[config.mk]
export PLATFORM = sky130hd
export DESIGN_NAME = turning_point_extractor_deadband
export DESIGN_NICKNAME = d
export VERILOG_FILES = /design/src/hw/rtl/tped_pkg.sv /design/src/hw/rtl/turning_point_extractor_deadband.sv
export VERILOG_INCLUDE_DIRS = /design/src /design/src/hw/rtl
export SDC_FILE = /design/constraint.sdc
export NUM_CORES = 1
export LEC_CHECK = 0
export BUFFER_PORTS_ARGS = -buffer_cell sky130_fd_sc_hd__buf_2
export CORE_MARGIN = 2
export CORE_UTILIZATION = 25
export DETAILED_ROUTE_END_ITERATION = 16
export SETUP_SLACK_MARGIN = 0.4
export SYNTH_ARGS = -nofsm -noshare
export SYNTH_HDL_FRONTEND = slang
export SYNTH_SLANG_ARGS = --single-unit
[constraint.sdc]
create_clock -name clk -period 7.55 [get_ports clk]
set_input_delay 0 -clock clk [delete_from_list [all_inputs] [get_ports clk]]
set_output_delay 0 -clock clk [all_outputs]
set_load 0.1 [all_outputs]
[src/hw/rtl/turning_point_extractor_deadband_defines.svh]
// Assertion macros shared by the turning-point extractor.
// Each check is sampled on the rising edge of clk and is switched off while rst_n is low.
`ifndef TURNING_POINT_EXTRACTOR_DEADBAND_DEFINES_SVH
`define TURNING_POINT_EXTRACTOR_DEADBAND_DEFINES_SVH

`ifndef SYNTHESIS

// Same-cycle implication.
`define TPED_ASSERT_NOW(label, ante, cons) \
  label: assert property (@(posedge clk) disable iff (!rst_n) (ante) |-> (cons)) \
    else $error("turning point extractor: same-cycle check failed");

// Next-cycle implication.
`define TPED_ASSERT_NEXT(label, ante, cons) \
  label: assert property (@(posedge clk) disable iff (!rst_n) (ante) |=> (cons)) \
    else $error("turning point extractor: next-cycle check failed");

`else

`define TPED_ASSERT_NOW(label, ante, cons)
`define TPED_ASSERT_NEXT(label, ante, cons)

`endif

`endif

[src/hw/rtl/tped_pkg.sv]
package tped_pkg;

  // Widths fixed by the item fields.
  localparam int unsigned AMP_BITS   = 12;
  localparam int unsigned DT_BITS    = 16;
  localparam int unsigned CAP_BITS   = 16;
  localparam int unsigned CFG_BITS   = 16;
  localparam int unsigned COUNT_BITS = 16;

  // Default width of the sample tick.
  localparam int unsigned TIME_BITS_DEFAULT = 16;

  // Offset that moves a signed sample into the unsigned amplitude range.
  localparam logic [AMP_BITS-1:0] AMP_OFFSET = 12'd2047;

  // Register reset values.
  localparam logic [AMP_BITS-1:0] DEAD_BAND_RESET = 12'd30;
  localparam logic [CAP_BITS-1:0] CAPACITY_RESET  = 16'd1024;

  // Reserved pairs taken off the capacity.
  localparam logic [CAP_BITS-1:0] RESERVED_PAIRS = 16'd2;

  // Configuration register indexes.
  typedef enum logic {
    REG_DEAD_BAND      = 1'b0,
    REG_POINT_CAPACITY = 1'b1
  } reg_idx_t;

  // Input commands.
  typedef enum logic [1:0] {
    CMD_START  = 2'd0,
    CMD_SAMPLE = 2'd1,
    CMD_END    = 2'd2
  } cmd_t;

  // Kinds of emitted point.
  typedef enum logic [1:0] {
    KIND_FIRST   = 2'd0,
    KIND_TURNING = 2'd1,
    KIND_LAST    = 2'd2
  } kind_t;

  // One input item.
  typedef struct packed {
    logic [1:0]                 cmd;
    logic signed [AMP_BITS-1:0] sample;
  } in_item_t;

  // One result item.
  typedef struct packed {
    logic [DT_BITS-1:0]  delta_time;
    logic [AMP_BITS-1:0] amplitude;
    logic [1:0]          point_kind;
    logic                buffer_full;
  } out_item_t;

endpackage

[src/hw/rtl/turning_point_extractor_deadband.sv]
// Turning-point extractor with dead band.
//
// Input channel (in_valid, in_stall, in_item): commands start capture, converter
// sample and end capture. Result channel (out_valid, out_stall, out_item): the
// first point, each peak or valley, and the last point of a capture, each with
// its offset amplitude and the ticks since the previous emitted point.
// Configuration (cfg_we, cfg_index, cfg_wdata): dead band and point capacity,
// written while no item is in flight.
//
// An accepted item is held in an input register; when the output register can
// take a result, the window update and point decision are made in one pass and
// any result is loaded into the output register, which offers it to the receiver.
// One item is taken every cycle unless a stalled result holds the output register.
// When the receiver stalls, the result waits in the output register and the
// input register still advances if the waiting result is taken in that cycle;
// otherwise in_stall rises until out_stall falls.
// Synchronous reset clears both valid flags and the capture state and restores
// the register defaults (dead band 30, capacity 1024).
`include "turning_point_extractor_deadband_defines.svh"

module turning_point_extractor_deadband #(
  parameter int unsigned TIME_BITS = tped_pkg::TIME_BITS_DEFAULT
) (
  input  logic                            clk,
  input  logic                            rst_n,
  input  logic                            in_valid,
  output logic                            in_stall,
  input  tped_pkg::in_item_t              in_item,
  output logic                            out_valid,
  input  logic                            out_stall,
  output tped_pkg::out_item_t             out_item,
  input  logic                            cfg_we,
  input  logic                            cfg_index,
  input  logic [tped_pkg::CFG_BITS-1:0]   cfg_wdata
);

  localparam int unsigned AB = tped_pkg::AMP_BITS;
  localparam int unsigned CB = tped_pkg::COUNT_BITS;

  // Configuration registers.
  logic [AB-1:0]                 dead_band_r;
  logic [tped_pkg::CAP_BITS-1:0] capacity_r;

  // Input register.
  logic               s1_valid_r;
  tped_pkg::in_item_t s1_item_r;

  // Output register.
  logic                out_valid_r;
  tped_pkg::out_item_t out_item_r;

  // Capture state.
  logic [AB-1:0]        win_amp_r  [3];
  logic [TIME_BITS-1:0] win_tick_r [3];
  logic [1:0]           fill_r;
  logic [TIME_BITS-1:0] tick_r;
  logic [TIME_BITS-1:0] prev_tick_r;
  logic [CB-1:0]        points_r;
  logic                 capturing_r;

  logic [AB-1:0]        win_amp_nxt  [3];
  logic [TIME_BITS-1:0] win_tick_nxt [3];
  logic [1:0]           fill_nxt;
  logic [TIME_BITS-1:0] tick_nxt;
  logic [TIME_BITS-1:0] prev_tick_nxt;
  logic [CB-1:0]        points_nxt;
  logic                 capturing_nxt;

  logic                res_valid;
  tped_pkg::out_item_t res_item;
  logic                s1_go;
  logic                step;

  // Handshake: the input register moves when the output register can take a result.
  assign s1_go     = !out_valid_r || !out_stall;
  assign step      = s1_valid_r && s1_go;
  assign in_stall  = s1_valid_r && !s1_go;
  assign out_valid = out_valid_r;
  assign out_item  = out_item_r;

  // Window update and point decision for the item in the input register.
  always_comb begin
    logic [CB-1:0]        limit;
    logic [AB-1:0]        amp_new;
    logic [1:0]           slot;
    logic                 first;
    logic [AB-1:0]        a0, a1, a2;
    logic [AB-1:0]        d01, d12;
    logic                 fall01, fall12;
    logic [TIME_BITS-1:0] dt;

    limit   = (capacity_r >= tped_pkg::RESERVED_PAIRS) ?
              (capacity_r - tped_pkg::RESERVED_PAIRS) : '0;
    amp_new = $unsigned(s1_item_r.sample) + tped_pkg::AMP_OFFSET;
    slot    = (fill_r == 2'd3) ? 2'd2 : fill_r;
    first   = (tick_r == '0) && (points_r == '0);
    a0      = '0;
    a1      = '0;
    a2      = '0;
    d01     = '0;
    d12     = '0;
    fall01  = 1'b0;
    fall12  = 1'b0;
    dt      = '0;

    for (int i = 0; i < 3; i++) begin
      win_amp_nxt[i]  = win_amp_r[i];
      win_tick_nxt[i] = win_tick_r[i];
    end
    fill_nxt      = fill_r;
    tick_nxt      = tick_r;
    prev_tick_nxt = prev_tick_r;
    points_nxt    = points_r;
    capturing_nxt = capturing_r;
    res_valid     = 1'b0;
    res_item      = '0;

    case (s1_item_r.cmd)
      tped_pkg::CMD_START: begin
        // A start always begins a fresh capture.
        for (int i = 0; i < 3; i++) begin
          win_amp_nxt[i]  = '0;
          win_tick_nxt[i] = '0;
        end
        fill_nxt      = '0;
        tick_nxt      = '0;
        prev_tick_nxt = '0;
        points_nxt    = '0;
        capturing_nxt = 1'b1;
      end
      tped_pkg::CMD_END: begin
        // The last point is window slot 2 as it stands.
        if (capturing_r) begin
          dt                   = win_tick_r[2] - prev_tick_r;
          res_valid            = 1'b1;
          res_item.delta_time  = tped_pkg::DT_BITS'(dt);
          res_item.amplitude   = win_amp_r[2];
          res_item.point_kind  = tped_pkg::KIND_LAST;
          res_item.buffer_full = (points_r >= limit);
          points_nxt           = points_r + 1'b1;
          capturing_nxt        = 1'b0;
        end
      end
      tped_pkg::CMD_SAMPLE: begin
        if (capturing_r && (points_r < limit)) begin
          win_amp_nxt[slot]  = amp_new;
          win_tick_nxt[slot] = tick_r;
          fill_nxt           = slot + 2'd1;
          tick_nxt           = tick_r + 1'b1;

          if (first) begin
            // The first sample of a capture is emitted straight away.
            points_nxt           = points_r + 1'b1;
            res_valid            = 1'b1;
            res_item.delta_time  = '0;
            res_item.amplitude   = win_amp_nxt[0];
            res_item.point_kind  = tped_pkg::KIND_FIRST;
            res_item.buffer_full = (points_nxt >= limit);
          end else if (fill_nxt == 2'd3) begin
            a0     = win_amp_nxt[0];
            a1     = win_amp_nxt[1];
            a2     = win_amp_nxt[2];
            d01    = (a0 >= a1) ? (a0 - a1) : (a1 - a0);
            d12    = (a1 >= a2) ? (a1 - a2) : (a2 - a1);
            fall01 = {1'b0, a0} > ({1'b0, a1} + {1'b0, dead_band_r});
            fall12 = {1'b0, a1} > ({1'b0, a2} + {1'b0, dead_band_r});
            if (d01 < dead_band_r) begin
              // First neighbour too close: drop it by sliding.
              win_amp_nxt[0]  = win_amp_nxt[1];
              win_tick_nxt[0] = win_tick_nxt[1];
              win_amp_nxt[1]  = win_amp_nxt[2];
              win_tick_nxt[1] = win_tick_nxt[2];
              fill_nxt        = 2'd2;
            end else if (d12 < dead_band_r) begin
              // Last neighbour too close: drop the newest point.
              fill_nxt = 2'd2;
            end else if (fall01 != fall12) begin
              // Slopes disagree: the middle point is a peak or a valley.
              dt                   = win_tick_nxt[1] - prev_tick_r;
              prev_tick_nxt        = win_tick_nxt[1];
              points_nxt           = points_r + 1'b1;
              res_valid            = 1'b1;
              res_item.delta_time  = tped_pkg::DT_BITS'(dt);
              res_item.amplitude   = a1;
              res_item.point_kind  = tped_pkg::KIND_TURNING;
              res_item.buffer_full = (points_nxt >= limit);
              win_amp_nxt[0]       = win_amp_nxt[2];
              win_tick_nxt[0]      = win_tick_nxt[2];
              fill_nxt             = 2'd1;
            end else begin
              // No turning point: slide by one.
              win_amp_nxt[0]  = win_amp_nxt[1];
              win_tick_nxt[0] = win_tick_nxt[1];
              win_amp_nxt[1]  = win_amp_nxt[2];
              win_tick_nxt[1] = win_tick_nxt[2];
              fill_nxt        = 2'd2;
            end
          end
        end
      end
      default: begin
        // Unknown command: the item is dropped.
      end
    endcase
  end

  // Configuration registers.
  always_ff @(posedge clk) begin
    if (!rst_n) begin
      dead_band_r <= tped_pkg::DEAD_BAND_RESET;
      capacity_r  <= tped_pkg::CAPACITY_RESET;
    end else if (cfg_we) begin
      if (cfg_index == tped_pkg::REG_DEAD_BAND) begin
        dead_band_r <= cfg_wdata[AB-1:0];
      end else begin
        capacity_r <= cfg_wdata[tped_pkg::CAP_BITS-1:0];
      end
    end
  end

  // Input register.
  always_ff @(posedge clk) begin
    if (!rst_n) begin
      s1_valid_r <= 1'b0;
    end else if (!in_stall) begin
      s1_valid_r <= in_valid;
    end
  end

  always_ff @(posedge clk) begin
    if (!in_stall && in_valid) begin
      s1_item_r <= in_item;
    end
  end

  // Capture state.
  always_ff @(posedge clk) begin
    if (!rst_n) begin
      for (int i = 0; i < 3; i++) begin
        win_amp_r[i]  <= '0;
        win_tick_r[i] <= '0;
      end
      fill_r      <= '0;
      tick_r      <= '0;
      prev_tick_r <= '0;
      points_r    <= '0;
      capturing_r <= 1'b0;
    end else if (step) begin
      for (int i = 0; i < 3; i++) begin
        win_amp_r[i]  <= win_amp_nxt[i];
        win_tick_r[i] <= win_tick_nxt[i];
      end
      fill_r      <= fill_nxt;
      tick_r      <= tick_nxt;
      prev_tick_r <= prev_tick_nxt;
      points_r    <= points_nxt;
      capturing_r <= capturing_nxt;
    end
  end

  // Output register.
  always_ff @(posedge clk) begin
    if (!rst_n) begin
      out_valid_r <= 1'b0;
    end else if (step && res_valid) begin
      out_valid_r <= 1'b1;
    end else if (!out_stall) begin
      out_valid_r <= 1'b0;
    end
  end

  always_ff @(posedge clk) begin
    if (step && res_valid) begin
      out_item_r <= res_item;
    end
  end

  // Checks on the window, the restart path and the stall path.
  `TPED_ASSERT_NOW(a_fill_settled, 1'b1, fill_r != 2'd3)
  `TPED_ASSERT_NEXT(a_start_clears, step && (s1_item_r.cmd == tped_pkg::CMD_START),
                    (points_r == '0) && capturing_r && (fill_r == '0))
  `TPED_ASSERT_NOW(a_stall_cause, in_stall, out_valid_r && out_stall)
  `TPED_ASSERT_NOW(a_result_source, $rose(out_valid_r), $past(s1_valid_r))

endmodule

==> flow_metrics.tcl <==
set metrics [dict create \
    numCtsBuffers 17 \
    antenna_violations_before_repair 0 \
    max-vdd-ir-drop_mv 0.158 \
    yosys_warnings 0 \
    async_flop_share_pct 0 \
    cellLeakagePower_nw 7.52 \
    slew_headroom_pct 30.8 \
    crit_arrival_ns 6.87 \
    first_global_vias 13300 \
    detailedRoute.firstIterationViolations 1125 \
    num_rows 91 \
    postSynthRegisterBits 194 \
    finalHoldViolations 0 \
    ff_latch_area_um2 5020 \
    worstSetupPathType "register to register" \
    detailedPlace.worstSlack_ns 0.414 \
    clk-insertion-delay-late_ns 0.47 \
    start_util_pct 25.2 \
    timing.fmax_mhz 150 \
    p_total_mw 3.01 \
    maximum_number_of_pins_on_one_net_before_global_route_repair 60 \
    timing.setup.tns_ns 0 \
    cap_viol_max_count 0 \
    clkSinkCount 194 \
    pwr_cell_area_nw_per_um2 169 \
    layout.cells.most_common "nand2_1" \
    finalWorstSetupSlack_ns 0.893 \
    yosys.cell_types.count 77 \
    antenna_cells_inserted 0 \
    timing.hold.worst.start "cfg_we" \
    route.final.wire_length_um 48700 \
    route.detailed.wl_per_inst_um 18.3 \
    core_area_um2 61500 \
    synth_nets 1985 \
    postSynthCellCount 1753 \
    mostFrequentLayoutCells "nand2_1, ha_1, nor2_1, edfxtp_1, inv_1" \
    layout-drive-gt1-share_pct 9.65 \
    worst_clock_skew_ns 0.0143 \
    period_share_pct 88.2 \
    startpoint "s1_item_r[2]" \
    routed_via_density 5.15 \
    boundaryPins 69 \
    max_stage_delay_ns 0.60 \
    reg2reg_from "s1_item_r[2]" \
    clk_pin_slew_ns 0.08 \
    floorplan.die_area_um2 64000 \
    antenna_left 0 \
    finalWorstPathRequiredPeriod_ns 6.66 \
    timing.final.max_slew_violations 0 \
    holdCritPathClass "input pin to register" \
    synth.yosys.seq_area_share_pct 32.4 \
    place_congestion 0.937 \
    crit_required_ns 7.76 \
    synth_enable_flop_cells 113 \
    fin_util_pct 29.1 \
    worstSetupEndpoint "out_item[29]" \
    post-synth-top-area-cell "edfxtp_1" \
    die_width_um 253 \
    num_vias 13700 \
    dieHeight_um 253 \
    start_kind "register" \
    synth_top_area_share_pct 21.9 \
    timing.final.setup_violations 0 \
    cts-root-buf "clkbuf_16" \
    drt_first_pass_iters 7 \
    critPathSlowestCell "or4_4" \
    syn_avg_cell_area_um2 8.84 \
    r2r_end "out_item[29]" \
    hpwlAfterDp_um 37900 \
    outcome "completed" \
    critical-path-top-cell-by-count "buf_4" \
    cts.path.max_buffers 2 \
    multi_input_comb_area_um2 9850 \
    grt_overflow_total 0 \
    synthesis.area_um2 15500 \
    portBuffers 68 \
    synth.top_cells.by_area "edfxtp_1, ha_1, dfxtp_1" \
    htree_num_levels 4 \
    end_kind "register" \
    r2r_cells 25 \
    ys_dominant_reg_cell "edfxtp_1" \
    grt_pass1_wl_um 75400 \
    tightest_slew_ns 1.03 \
    nets 2084 \
    groute.usage.overall_pct 15.1 \
    hold_slack_ns 0.0431 \
    reg_to_reg_setup_timing_slack_ns 0.89 \
    remaining_drc_errors 0 \
    cts_tree "done" \
    highest_fanout_seen_on_the_critical_path 14 \
    rsz_0062_raised_after_global_routing "false" \
    area_delta_synth_final_pct 15.4 \
    num-fill-cells 6456 \
]
layout make-up:
class | count | area share, %
Clock buffer | 19 | 2.42
Clock inverter | 13 | 0.721
Inverter | 113 | 2.39
Multi-Input combinational cell | 1379 | 55.1
Sequential cell | 194 | 28.1
Tap cell | 790 | 5.53
Timing Repair Buffer | 147 | 5.81
sequential cells by signal (all words and copies together) (netlist names), 2 cells and up:
name and flops:
win_amp_r 36, win_tick_r 32, out_item 31, capacity_r 16
points_r 16, prev_tick_r 16, tick_r 16, s1_item_r 14
dead_band_r 12, fill_r 2
Yosys cell counts (52+ instances only):
cell,count
nand2_1,194
ha_1,188
nor2_1,139
edfxtp_1,113
inv_1,112
o21ai_0,85
dfxtp_1,81
a21oi_1,74
nand3_1,72
xor2_1,61
xnor2_1,52
kinds of logic after synthesis:
group / Yosys count / synth area share, %
muxes: 52 / 3.37
buffers and inverters: 180 / 4.44
AOI/OAI and AO/OA: 442 / 19.7
DFF: 194 / 32.4
and+or+nand+nor: 575 / 17.4
adders and majority gates: 196 / 16.2
xor gates and xnor gates: 114 / 6.49
critical path: cells and delay by family (launching register included):
family | cells | cell delay (ns)
XOR/XNOR | 2 | 0.49
buffers and inverters | 3 | 0.71
AND/OR/NAND/NOR | 7 | 1.64
adder cells (fa/ha/maj) | 2 | 0.74
AO/OA/AOI/OAI | 11 | 2.31
flip-flops | 1 | 0.49
metal layers:
| metal | global-route usage [%] | vias up | routed length (µm) |
|---|---|---|---|
| met4 | 5.26 | 0 | 1450 |
| met5 | 0 | - | 0 |
| li1 | - | 6570 | - |
| met1 | 18.8 | 6617 | 20700 |
| met2 | 26.8 | 420 | 24200 |
| met3 | 1.73 | 73 | 2330 |
stage by stage:
stage               instances  cell area (µm²)
floorplan                1753            15500
global placement         2588            16900
detailed placement       2588            16900
CTS                      2652            17800
global route             2655            17900
finish                   2655            17900
power breakdown:
group | switching (mW) | leakage [nW] | total (mW) | internal, mW
clock network | 0.446 | 0.270 | 0.907 | 0.461
registers | 0.0270 | 1.86 | 1.18 | 1.15
logic | 0.577 | 5.40 | 0.930 | 0.353
total | 1.05 | 7.52 | 3.01 | 1.96
worst min-delay path by stage:
stage,end,cells past startpoint
floorplan,s1_item_r[0],0
global placement,s1_item_r[0],1
detailed placement,s1_item_r[6],1
CTS,dead_band_r[8],4
global route,dead_band_r[10],4
finish,dead_band_r[8],4
repair_timing:
| action | 4_1_cts | 5_1_grt |
|---|---|---|
| buffers inserted | 0 | 3 |
| resized for setup | 1 | 7 |
| hold buffers | 32 | 0 |
| pin swaps | 0 | 1 |
| endpoints found under the setup margin | 9 | 132 |
| hold endpoints to repair | 44 | 0 |
No activity file was read; power rests on OpenSTA's default activity.
